--- config.mk ---
export PLATFORM = sky130hd
export DESIGN_NAME = l2_encapsulation_header_parser_core
export DESIGN_NICKNAME = d
export VERILOG_FILES = /design/src/rtl/l2ehp_pkg.sv /design/src/rtl/l2ehp_front.sv /design/src/rtl/l2ehp_queue.sv /design/src/rtl/l2ehp_back.sv /design/src/rtl/l2_encapsulation_header_parser_core.sv
export SDC_FILE = /design/constraint.sdc
export NUM_CORES = 1
export LEC_CHECK = 0
export ABC_AREA = 1
export BUFFER_PORTS_ARGS = -buffer_cell sky130_fd_sc_hd__buf_2
export CORE_AREA = 3 3 202 204
export CTS_BUF_LIST = sky130_fd_sc_hd__clkbuf_16
export DETAILED_ROUTE_END_ITERATION = 16
export DIE_AREA = 0 0 205 207
export GPL_TIMING_DRIVEN = 0
export PLACE_DENSITY = 0.78
export SYNTH_ARGS = -nofsm -noshare
export SYNTH_HDL_FRONTEND = slang
export SYNTH_HIERARCHICAL = 1
export SYNTH_SLANG_ARGS = --single-unit
--- constraint.sdc ---
create_clock -name clk -period 10.86 [get_ports clk]
set_input_delay 2.715 -clock clk [delete_from_list [all_inputs] [get_ports clk]]
set_output_delay 2.715 -clock clk [all_outputs]
set_load 0.02 [all_outputs]
--- src/rtl/l2ehp_pkg.sv ---
package l2ehp_pkg;

    // Frame limits
    localparam int unsigned MAX_FRAME_BYTES = 16384;
    localparam int unsigned PREFIX_BYTES    = 16;
    localparam int unsigned ETH_HDR_BYTES   = 14;

    // Byte queue between front and back
    localparam int unsigned QUEUE_DEPTH = 4;
    localparam int unsigned QUEUE_AW    = $clog2(QUEUE_DEPTH);

    // Ethertypes and PPP protocol numbers
    localparam logic [15:0] ETYPE_VLAN_Q  = 16'h8100;
    localparam logic [15:0] ETYPE_VLAN_AD = 16'h9100;
    localparam logic [15:0] ETYPE_PPPOE   = 16'h8864;
    localparam logic [15:0] ETYPE_MPLS    = 16'h8847;
    localparam logic [15:0] ETYPE_IPV4    = 16'h0800;
    localparam logic [15:0] ETYPE_IPV6    = 16'h86dd;
    localparam logic [15:0] ETYPE_ARP     = 16'h0806;
    localparam logic [15:0] ETYPE_RARP    = 16'h8035;
    localparam logic [15:0] ETYPE_PREFIX  = 16'h8903;
    localparam logic [15:0] PPP_IPV4      = 16'h0021;
    localparam logic [15:0] PPP_IPV6      = 16'h0057;
    localparam logic [11:0] VLAN_ID_MASK  = 12'hfff;

    // Result status codes
    localparam logic [2:0] ST_OK            = 3'd0;
    localparam logic [2:0] ST_TRUNC_PREFIX  = 3'd1;
    localparam logic [2:0] ST_TRUNC_LINK    = 3'd2;
    localparam logic [2:0] ST_PPPOE_NON_IP  = 3'd3;
    localparam logic [2:0] ST_ETH_NON_IP    = 3'd4;
    localparam logic [2:0] ST_MPLS_NO_IP    = 3'd5;

    // Layer-3 kinds
    localparam logic [1:0] L3_NONE = 2'd0;
    localparam logic [1:0] L3_IPV4 = 2'd1;
    localparam logic [1:0] L3_IPV6 = 2'd2;
    localparam logic [1:0] L3_ARP  = 2'd3;

    typedef struct packed {
        logic [7:0]  data_byte;
        logic [14:0] frame_length;
        logic        last_byte;
    } byte_item_t;

    typedef struct packed {
        logic [2:0]  status;
        logic [1:0]  l3_kind;
        logic [15:0] ether_type;
        logic [15:0] next_protocol;
        logic [11:0] outer_vlan;
        logic [11:0] inner_vid;
        logic        outer_vlan_seen;
        logic        inner_vlan_seen;
        logic        mpls_seen;
        logic [4:0]  l2_offset;
        logic [14:0] l3_offset;
    } result_item_t;

    // One classified byte, as handed from front to back
    typedef struct packed {
        logic [7:0]  data_byte;
        logic [14:0] pos;
        logic [14:0] length;
        logic        first;
        logic        last;
    } byte_event_t;

endpackage

--- src/rtl/l2ehp_front.sv ---
module l2ehp_front (
    input  logic                  clk,
    input  logic                  rst_n,
    input  logic                  byte_valid,
    output logic                  byte_ready,
    input  l2ehp_pkg::byte_item_t byte_data,
    output logic                  ev_valid,
    input  logic                  ev_ready,
    output l2ehp_pkg::byte_event_t ev_data
);
    import l2ehp_pkg::*;

    localparam logic [14:0] POS_MAX = '1;
    localparam logic [14:0] LEN_MAX = 15'(MAX_FRAME_BYTES);

    logic [14:0] pos_reg, pos_next;
    logic        first_reg, first_next;
    logic        take;

    assign byte_ready = ev_ready;
    assign ev_valid   = byte_valid;
    assign take       = byte_valid && ev_ready;

    always_comb
    begin
        ev_data.data_byte = byte_data.data_byte;
        ev_data.pos       = pos_reg;
        ev_data.length    = (byte_data.frame_length > LEN_MAX) ? LEN_MAX
                                                               : byte_data.frame_length;
        ev_data.first     = first_reg;
        ev_data.last      = byte_data.last_byte;
    end

    // Track frame boundary and saturating byte position
    always_comb
    begin
        pos_next   = pos_reg;
        first_next = first_reg;
        if (take)
        begin
            if (byte_data.last_byte)
            begin
                pos_next   = '0;
                first_next = 1'b1;
            end
            else
            begin
                first_next = 1'b0;
                if (pos_reg != POS_MAX)
                    pos_next = pos_reg + 15'd1;
            end
        end
    end

    always_ff @(posedge clk or negedge rst_n)
    begin
        if (!rst_n)
        begin
            pos_reg   <= '0;
            first_reg <= 1'b1;
        end
        else
        begin
            pos_reg   <= pos_next;
            first_reg <= first_next;
        end
    end

endmodule

--- src/rtl/l2ehp_queue.sv ---
module l2ehp_queue (
    input  logic                   clk,
    input  logic                   rst_n,
    input  logic                   push_valid,
    output logic                   push_ready,
    input  l2ehp_pkg::byte_event_t push_data,
    output logic                   pop_valid,
    input  logic                   pop_ready,
    output l2ehp_pkg::byte_event_t pop_data
);
    import l2ehp_pkg::*;

    localparam logic [QUEUE_AW:0] FULL_COUNT = (QUEUE_AW+1)'(QUEUE_DEPTH);

    byte_event_t         mem [QUEUE_DEPTH];
    logic [QUEUE_AW-1:0] wr_ptr_reg, wr_ptr_next;
    logic [QUEUE_AW-1:0] rd_ptr_reg, rd_ptr_next;
    logic [QUEUE_AW:0]   count_reg, count_next;
    logic                push, pop;

    assign push_ready = (count_reg != FULL_COUNT);
    assign pop_valid  = (count_reg != '0);
    assign pop_data   = mem[rd_ptr_reg];
    assign push       = push_valid && push_ready;
    assign pop        = pop_valid && pop_ready;

    always_comb
    begin
        wr_ptr_next = push ? wr_ptr_reg + 1'b1 : wr_ptr_reg;
        rd_ptr_next = pop  ? rd_ptr_reg + 1'b1 : rd_ptr_reg;
        count_next  = count_reg;
        if (push && !pop)
            count_next = count_reg + 1'b1;
        else if (pop && !push)
            count_next = count_reg - 1'b1;
    end

    always_ff @(posedge clk)
    begin
        if (push)
            mem[wr_ptr_reg] <= push_data;
    end

    always_ff @(posedge clk or negedge rst_n)
    begin
        if (!rst_n)
        begin
            wr_ptr_reg <= '0;
            rd_ptr_reg <= '0;
            count_reg  <= '0;
        end
        else
        begin
            wr_ptr_reg <= wr_ptr_next;
            rd_ptr_reg <= rd_ptr_next;
            count_reg  <= count_next;
        end
    end

endmodule

--- src/rtl/l2ehp_back.sv ---
module l2ehp_back (
    input  logic                    clk,
    input  logic                    rst_n,
    input  logic                    ev_valid,
    output logic                    ev_ready,
    input  l2ehp_pkg::byte_event_t  ev_data,
    output logic                    res_valid,
    input  logic                    res_ready,
    output l2ehp_pkg::result_item_t res_data
);
    import l2ehp_pkg::*;

    localparam logic [2:0] PH_ETH0  = 3'd0;
    localparam logic [2:0] PH_ETH1  = 3'd1;
    localparam logic [2:0] PH_VLAN  = 3'd2;
    localparam logic [2:0] PH_PPPOE = 3'd3;
    localparam logic [2:0] PH_MPLS  = 3'd4;
    localparam logic [2:0] PH_IPV   = 3'd5;
    localparam logic [2:0] PH_DONE  = 3'd6;

    localparam logic [15:0] PREFIX_LIMIT = 16'(PREFIX_BYTES + ETH_HDR_BYTES);

    logic [2:0]   phase_reg, phase_next;
    logic [14:0]  hs_reg, hs_next;
    logic [15:0]  recent_reg, recent_next;
    logic [14:0]  len_reg, len_next;
    logic [15:0]  proto_reg, proto_next;
    logic [15:0]  etype_reg, etype_next;
    logic [11:0]  ovlan_reg, ovlan_next;
    logic [11:0]  ivlan_reg, ivlan_next;
    logic [1:0]   vflags_reg, vflags_next;
    logic         mpls_reg, mpls_next;
    logic         prefix_reg, prefix_next;
    logic         sent_reg, sent_next;
    logic         res_valid_reg, res_valid_next;
    result_item_t res_data_reg, res_data_next;

    logic         fire;
    logic         emit;
    logic [2:0]   em_status;
    logic [1:0]   em_kind;
    logic [15:0]  em_proto;
    logic [14:0]  em_off;
    logic         disp;
    logic [15:0]  disp_proto;
    logic [14:0]  disp_off;
    logic [14:0]  rel;
    logic [14:0]  mpls_off;
    logic [15:0]  len_ext;

    assign ev_ready  = !res_valid_reg || res_ready;
    assign fire      = ev_valid && ev_ready;
    assign res_valid = res_valid_reg;
    assign res_data  = res_data_reg;

    always_comb
    begin
        phase_next  = phase_reg;
        hs_next     = hs_reg;
        recent_next = recent_reg;
        len_next    = len_reg;
        proto_next  = proto_reg;
        etype_next  = etype_reg;
        ovlan_next  = ovlan_reg;
        ivlan_next  = ivlan_reg;
        vflags_next = vflags_reg;
        mpls_next   = mpls_reg;
        prefix_next = prefix_reg;
        sent_next   = sent_reg;
        emit        = 1'b0;
        em_status   = ST_OK;
        em_kind     = L3_NONE;
        em_proto    = '0;
        em_off      = '0;
        disp        = 1'b0;
        disp_proto  = '0;
        disp_off    = '0;
        mpls_off    = '0;

        // Start of frame: clear per-frame state, drop runt frames at once
        if (ev_data.first)
        begin
            phase_next  = PH_ETH0;
            hs_next     = '0;
            recent_next = '0;
            len_next    = ev_data.length;
            proto_next  = '0;
            etype_next  = '0;
            ovlan_next  = '0;
            ivlan_next  = '0;
            vflags_next = '0;
            mpls_next   = 1'b0;
            prefix_next = 1'b0;
            sent_next   = 1'b0;
            if (ev_data.length < 15'(ETH_HDR_BYTES))
            begin
                emit       = 1'b1;
                em_status  = ST_TRUNC_LINK;
                phase_next = PH_DONE;
            end
        end

        len_ext = {1'b0, len_next};
        rel     = ev_data.pos - hs_next;

        if (phase_next != PH_DONE)
        begin
            recent_next = {recent_next[7:0], ev_data.data_byte};
            unique case (phase_next)
                PH_ETH0:
                begin
                    if (rel == 15'd13)
                    begin
                        etype_next = recent_next;
                        if (recent_next == ETYPE_PREFIX)
                        begin
                            if (PREFIX_LIMIT >= len_ext)
                            begin
                                emit       = 1'b1;
                                em_status  = ST_TRUNC_PREFIX;
                                phase_next = PH_DONE;
                            end
                            else
                            begin
                                prefix_next = 1'b1;
                                hs_next     = 15'(PREFIX_BYTES);
                                phase_next  = PH_ETH1;
                            end
                        end
                        else
                        begin
                            disp       = 1'b1;
                            disp_proto = recent_next;
                            disp_off   = 15'(ETH_HDR_BYTES);
                        end
                    end
                end
                PH_ETH1:
                begin
                    if (rel == 15'd13)
                    begin
                        etype_next = recent_next;
                        disp       = 1'b1;
                        disp_proto = recent_next;
                        disp_off   = hs_next + 15'(ETH_HDR_BYTES);
                    end
                end
                PH_VLAN:
                begin
                    if (rel == 15'd1)
                    begin
                        if (vflags_next[0])
                        begin
                            ivlan_next     = recent_next[11:0] & VLAN_ID_MASK;
                            vflags_next[1] = 1'b1;
                        end
                        else
                        begin
                            ovlan_next     = recent_next[11:0] & VLAN_ID_MASK;
                            vflags_next[0] = 1'b1;
                        end
                    end
                    else if (rel == 15'd3)
                    begin
                        etype_next = recent_next;
                        disp       = 1'b1;
                        disp_proto = recent_next;
                        disp_off   = hs_next + 15'd4;
                    end
                end
                PH_PPPOE:
                begin
                    if (rel == 15'd7)
                    begin
                        emit       = 1'b1;
                        phase_next = PH_DONE;
                        if (recent_next == PPP_IPV4 || recent_next == PPP_IPV6)
                        begin
                            em_kind  = (recent_next == PPP_IPV4) ? L3_IPV4 : L3_IPV6;
                            em_proto = recent_next;
                            em_off   = hs_next + 15'd8;
                        end
                        else
                        begin
                            em_status = ST_PPPOE_NON_IP;
                        end
                    end
                end
                PH_MPLS:
                begin
                    if (rel == 15'd3)
                    begin
                        mpls_off = hs_next + 15'd4;
                        hs_next  = mpls_off;
                        if (recent_next[8])
                        begin
                            if ({1'b0, mpls_off} + 16'd20 >= len_ext)
                            begin
                                emit       = 1'b1;
                                em_status  = ST_MPLS_NO_IP;
                                phase_next = PH_DONE;
                            end
                            else
                            begin
                                phase_next = PH_IPV;
                            end
                        end
                        else if ({1'b0, mpls_off} + 16'd4 >= len_ext)
                        begin
                            emit       = 1'b1;
                            em_status  = ST_TRUNC_LINK;
                            phase_next = PH_DONE;
                        end
                    end
                end
                PH_IPV:
                begin
                    if (rel == '0)
                    begin
                        emit       = 1'b1;
                        phase_next = PH_DONE;
                        if (ev_data.data_byte[7:4] == 4'd4 || ev_data.data_byte[7:4] == 4'd6)
                        begin
                            em_kind  = (ev_data.data_byte[7:4] == 4'd4) ? L3_IPV4 : L3_IPV6;
                            em_proto = proto_next;
                            em_off   = hs_next;
                        end
                        else
                        begin
                            em_status = ST_MPLS_NO_IP;
                        end
                    end
                end
                default:
                begin
                end
            endcase
        end

        // Select the next header from the protocol just read
        if (disp)
        begin
            proto_next = disp_proto;
            hs_next    = disp_off;
            if (disp_proto == ETYPE_VLAN_Q || disp_proto == ETYPE_VLAN_AD
                || disp_proto == ETYPE_MPLS)
            begin
                if (disp_proto == ETYPE_MPLS)
                    mpls_next = 1'b1;
                if ({1'b0, disp_off} + 16'd4 >= len_ext)
                begin
                    emit       = 1'b1;
                    em_status  = ST_TRUNC_LINK;
                    phase_next = PH_DONE;
                end
                else
                begin
                    phase_next = (disp_proto == ETYPE_MPLS) ? PH_MPLS : PH_VLAN;
                end
            end
            else if (disp_proto == ETYPE_PPPOE)
            begin
                if ({1'b0, disp_off} + 16'd8 >= len_ext)
                begin
                    emit       = 1'b1;
                    em_status  = ST_TRUNC_LINK;
                    phase_next = PH_DONE;
                end
                else
                begin
                    phase_next = PH_PPPOE;
                end
            end
            else
            begin
                emit       = 1'b1;
                phase_next = PH_DONE;
                if (disp_proto == ETYPE_IPV4 || disp_proto == ETYPE_IPV6
                    || disp_proto == ETYPE_ARP || disp_proto == ETYPE_RARP)
                begin
                    if (disp_proto == ETYPE_IPV4)
                        em_kind = L3_IPV4;
                    else if (disp_proto == ETYPE_IPV6)
                        em_kind = L3_IPV6;
                    else
                        em_kind = L3_ARP;
                    em_proto = disp_proto;
                    em_off   = disp_off;
                end
                else
                begin
                    em_status = ST_ETH_NON_IP;
                end
            end
        end

        // Frame ended before any decision
        if (ev_data.last && !sent_next && !emit)
        begin
            emit       = 1'b1;
            em_status  = ST_TRUNC_LINK;
            em_kind    = L3_NONE;
            em_proto   = '0;
            em_off     = '0;
            phase_next = PH_DONE;
        end
        if (emit)
            sent_next = 1'b1;

        res_data_next.status          = em_status;
        res_data_next.l3_kind         = em_kind;
        res_data_next.ether_type      = etype_next;
        res_data_next.next_protocol   = em_proto;
        res_data_next.outer_vlan      = ovlan_next;
        res_data_next.inner_vid       = ivlan_next;
        res_data_next.outer_vlan_seen = vflags_next[0];
        res_data_next.inner_vlan_seen = vflags_next[1];
        res_data_next.mpls_seen       = mpls_next;
        res_data_next.l2_offset       = prefix_next ? 5'(PREFIX_BYTES) : 5'd0;
        res_data_next.l3_offset       = em_off;

        res_valid_next = res_valid_reg;
        if (fire && emit)
            res_valid_next = 1'b1;
        else if (res_ready)
            res_valid_next = 1'b0;
    end

    always_ff @(posedge clk)
    begin
        if (fire)
        begin
            hs_reg     <= hs_next;
            recent_reg <= recent_next;
            len_reg    <= len_next;
            proto_reg  <= proto_next;
            etype_reg  <= etype_next;
            ovlan_reg  <= ovlan_next;
            ivlan_reg  <= ivlan_next;
            vflags_reg <= vflags_next;
            mpls_reg   <= mpls_next;
            prefix_reg <= prefix_next;
        end
        if (fire && emit)
            res_data_reg <= res_data_next;
    end

    always_ff @(posedge clk or negedge rst_n)
    begin
        if (!rst_n)
        begin
            phase_reg     <= PH_DONE;
            sent_reg      <= 1'b0;
            res_valid_reg <= 1'b0;
        end
        else
        begin
            if (fire)
            begin
                phase_reg <= phase_next;
                sent_reg  <= sent_next;
            end
            res_valid_reg <= res_valid_next;
        end
    end

endmodule

--- src/rtl/l2_encapsulation_header_parser_core.sv ---
// Channel   Direction  Handshake                 Payload
// byte      in         byte_valid / byte_ready   byte_data  (byte_item_t)
// res       out        res_valid  / res_ready    res_data   (result_item_t)
//
// One byte transfer per cycle sustained while results are taken; the byte that
// decides a result passes through the byte queue, then the result is held in the result register.
// The back parser takes one byte per cycle and is held only by a full result register.
// Reset clears frame tracking, the queue and the result register; the next byte
// is treated as the first of a frame.
// A stalled result stalls the back parser; the 4-entry queue keeps byte_ready
// high until it holds four entries; then the front stalls too.
module l2_encapsulation_header_parser_core (
    input  logic                    clk,
    input  logic                    rst_n,
    input  logic                    byte_valid,
    output logic                    byte_ready,
    input  l2ehp_pkg::byte_item_t   byte_data,
    output logic                    res_valid,
    input  logic                    res_ready,
    output l2ehp_pkg::result_item_t res_data
);
    import l2ehp_pkg::*;

    // Front to queue
    logic        fr_valid;
    logic        fr_ready;
    byte_event_t fr_data;

    // Queue to back
    logic        bk_valid;
    logic        bk_ready;
    byte_event_t bk_data;

    // Front: count bytes, mark frame start, clamp the length
    l2ehp_front u_front (
        .clk        (clk),
        .rst_n      (rst_n),
        .byte_valid (byte_valid),
        .byte_ready (byte_ready),
        .byte_data  (byte_data),
        .ev_valid   (fr_valid),
        .ev_ready   (fr_ready),
        .ev_data    (fr_data)
    );

    // Queue: absorb short stalls of the back parser
    l2ehp_queue u_queue (
        .clk        (clk),
        .rst_n      (rst_n),
        .push_valid (fr_valid),
        .push_ready (fr_ready),
        .push_data  (fr_data),
        .pop_valid  (bk_valid),
        .pop_ready  (bk_ready),
        .pop_data   (bk_data)
    );

    // Back: walk headers and hold the single result of each frame
    l2ehp_back u_back (
        .clk       (clk),
        .rst_n     (rst_n),
        .ev_valid  (bk_valid),
        .ev_ready  (bk_ready),
        .ev_data   (bk_data),
        .res_valid (res_valid),
        .res_ready (res_ready),
        .res_data  (res_data)
    );

endmodule

==> run_results.csv <==
group,metric,value,unit
run_status,outcome,"finished, final reports clean",
timing,hold_violations,0,
synthesis,synth_fa_ha_area_share,4.72,%
flow_run,drv_cap,0,
detailed_routing,avgViaCountPerCell,5.75,
timing,period_minus_slack,9.21,ns
die,die_x,205,um
setup_path,crit_arrival,9.43,ns
cts,cts_max_path_buffers,3,
cells_and_area,stdcell_area,24100,sq um
synthesis,syn_avg_cell_area,8.90,sq um
power,power_density,329,nW/um^2
synthesis,synth_compound_area_share,9.90,%
cts,cts_resized,0,
timing,rsz0062_at_grt,"false",
synthesis,synthCells,2419,
grt,antenna_found_initial,0,
timing,fin_tns_setup,0,ns
setup_path,cp-start-kind,"register",
placement,dp_hpwl,44.9,mm
cts,clock-sinks,366,
cts,path_clk_slew,0.06,ns
power,switching_share,47.6,%
die,die_y,207,um
synthesis,synth_flop_cell,"edfxtp_1",
cts,cts_hold_buf,0,
timing,slew_headroom,19.5,%
synthesis,ys_seq_area_share,50.4,%
cells_and_area,diodes,0,
power,finalPower,7.93,mW
cts,cts_made_buffers,39,
setup_path,required,11.08,ns
die,num_rows,73,
detailed_routing,wl_per_cell,19.4,um
placement,port-buffer-count,101,
grt,grt.total_usage,28.2,%
placement,place_area,22900,sq um
grt,grt_max_degree,69,
timing,maxSlewViolCount,0,
synthesis,synth_top_family_by_area,"simple AND/OR/NAND/NOR gates",
grt,grt_pass1_wl,93.5,mm
detailed_routing,drc_errors,0,
die,io_pins,114,
power,switching_power,3.77,mW
detailed_routing,drt-pass1-iter-count,6,
cts,cts_root_buffer,"clkbuf_16",
power,pwr-share-comb,53.5,%
setup_path,rrSetupSlack,1.65,ns
placement,routabilityCongestion,0.965,
cells_and_area,syn2layout_area_growth,11.8,%
power,clkPwrFrac,15.8,%
synthesis,synth-edff-count,338,
setup_path,cp_slowest_cell,"nor2_1",
cells_and_area,fill_cells,3333,
setup_path,path_class,"reg -> reg",
synthesis,ys_seq_elements,366,
die,dieArea,42400,sq um
power,internal_power,4.16,mW
detailed_routing,drt_wl_total,60.5,mm
grt,gr-total-overflow,0,
cts,worstSkewPairLatency,0.55,ns
synthesis,synth_warnings,6,
die,core_area,39500,sq um
cts,cts-htree-levels,2,
die,start_util,54.6,%
setup_path,cp-end-kind,"register",
timing,worst_slew_pin_slew,1.20,ns
synthesis,async_flop_share,7.65,%
detailed_routing,via_count,18000,
min_path,hp-class,"reg -> reg",
power,pwr-share-seq,30.7,%
synthesis,syn_area,21500,sq um
cts,cts_tree,"yes",
cells_and_area,most-common-layout-cells,"578 x nand2_1, 342 x inv_1, 338 x edfxtp_1",
timing,min_period_over_period,84.8,%
setup_path,cpPeakStageDelay,0.54,ns
timing,fin_hold_ws,0.502,ns
cells_and_area,drive_gt1_share,12.5,%
synthesis,yosys.area_share.simple,23.0,%
synthesis,yosys.area_share.xor_xnor,2.81,%
grt,grt_pass1_vias,16900,
timing,setup_violations,0,
cts,post-cts-setup-buffer-count,0,
synthesis,ys_types,70,
detailed_routing,initialDrtViolationCount,1734,
cells_and_area,largest_reg_flops,160,
timing,fmax,109,MHz
synthesis,muxShareOfSynthArea,0,%
timing,worst_clock_skew,0.0203,ns
cells_and_area,mostFrequentLayoutCell,"nand2_1",
power,peakVddDrop,0.311,mV
power,p_leak,10.5,nW
setup_path,crit_path_frequent_cell,"nand2_1",
setup_path,critPathMaxFanout,53,
detailed_routing,drtAntennaViolNets,0,
cells_and_area,layout.nets,2678,
worst paths after layout:
check                                                        from                         endpoint  cells past startpoint
worst min-delay path              u_back/phase_reg[2]$_DFFE_PN1P_  u_back/phase_reg[2]$_DFFE_PN1P_                      2
worst max-delay path            u_queue/rd_ptr_reg[0]$_DFFE_PN0P_    u_back/res_data[22]$_DFFE_PP_                     47
min in group asynchronous                                   rst_n  u_front/pos_reg[12]$_DFFE_PN0P_                      1
worst min register to register    u_back/phase_reg[2]$_DFFE_PN1P_  u_back/phase_reg[2]$_DFFE_PN1P_                      2
worst max register to register  u_queue/rd_ptr_reg[0]$_DFFE_PN0P_    u_back/res_data[22]$_DFFE_PP_                     47
max in group asynchronous                                   rst_n   u_front/pos_reg[1]$_DFFE_PN0P_                      1
synthesized netlist by cell type (15+ instances only):
cell type	number	area, sq um
a21oi_1	52	260
nor3_1	23	115
buf_2	15	75.1
ha_1	78	976
inv_2	23	86.3
o21ai_0	101	505
nand4_1	73	457
nand2_1	578	2170
o22ai_1	15	93.8
buf_4	24	180
o21ai_1	15	75.1
nor2_1	202	758
dfrtp_1	25	626
clkbuf_1	39	146
o211ai_1	97	728
xor2_1	58	508
inv_1	338	1270
edfxtp_1	338	10100
nand3_1	147	736
nand2_2	15	93.8
worst max-delay path: cells and delay by family, from the launching register on:
kind	cells	cell delay (ns)
AOI/OAI and AO/OA	9	1.39
adders and majority gates	4	1.25
buffers and inverters	12	2.82
and+or+nand+nor	21	2.74
xor gates and xnor gates	1	0.16
DFF	1	0.41
power by group through the flow:
stage	Combinational (mW)	Sequential (mW)	Clock, mW
finish	4.24	2.43	1.25
floorplan	2.66	2.65	0
global placement	3.98	2.50	0
CTS	4.18	2.43	1.28
detailed placement	4.15	2.46	0
global route	4.68	2.48	1.33
stage by stage:
step	instances	utilization, %	setup slack [ns]
floorplan	2422	-	2.91
global placement	3048	57.6	0.0907
detailed placement	3054	58.0	1.81
CTS	3123	61.0	1.78
global route	3123	61.0	0.941
finish	3123	61.0	1.65
per-layer routing:
metal	vias up	track usage, %	routed length, um
met5	-	0	0
met4	0	9.24	2080
met3	130	4.97	5310
met2	856	46.2	28900
met1	8482	38.2	24200
li1	8504	-	-
kinds of logic after synthesis:
| family | Yosys count |
|---|---|
| XOR/XNOR | 66 |
| other | 1 |
| adder cells (fa/ha/maj) | 80 |
| AND/OR/NAND/NOR | 1106 |
| flip-flops | 366 |
| buffers and inverters | 466 |
| AO/OA/AOI/OAI | 334 |
cell type report:
class                   count  area (sq um)  share of cell area (%)
well taps                 525           657                    2.73
clock buffers              41          1030                    4.26
inverters                 371          1410                    5.84
repair buffers            107           641                    2.66
multi-input cells        1590          8750                    36.3
flip-flops and latches    366         10900                    45.1
clock inverters            28           169                   0.702
plain buffers              95           574                    2.39
Power figures use the tool's default switching activity.
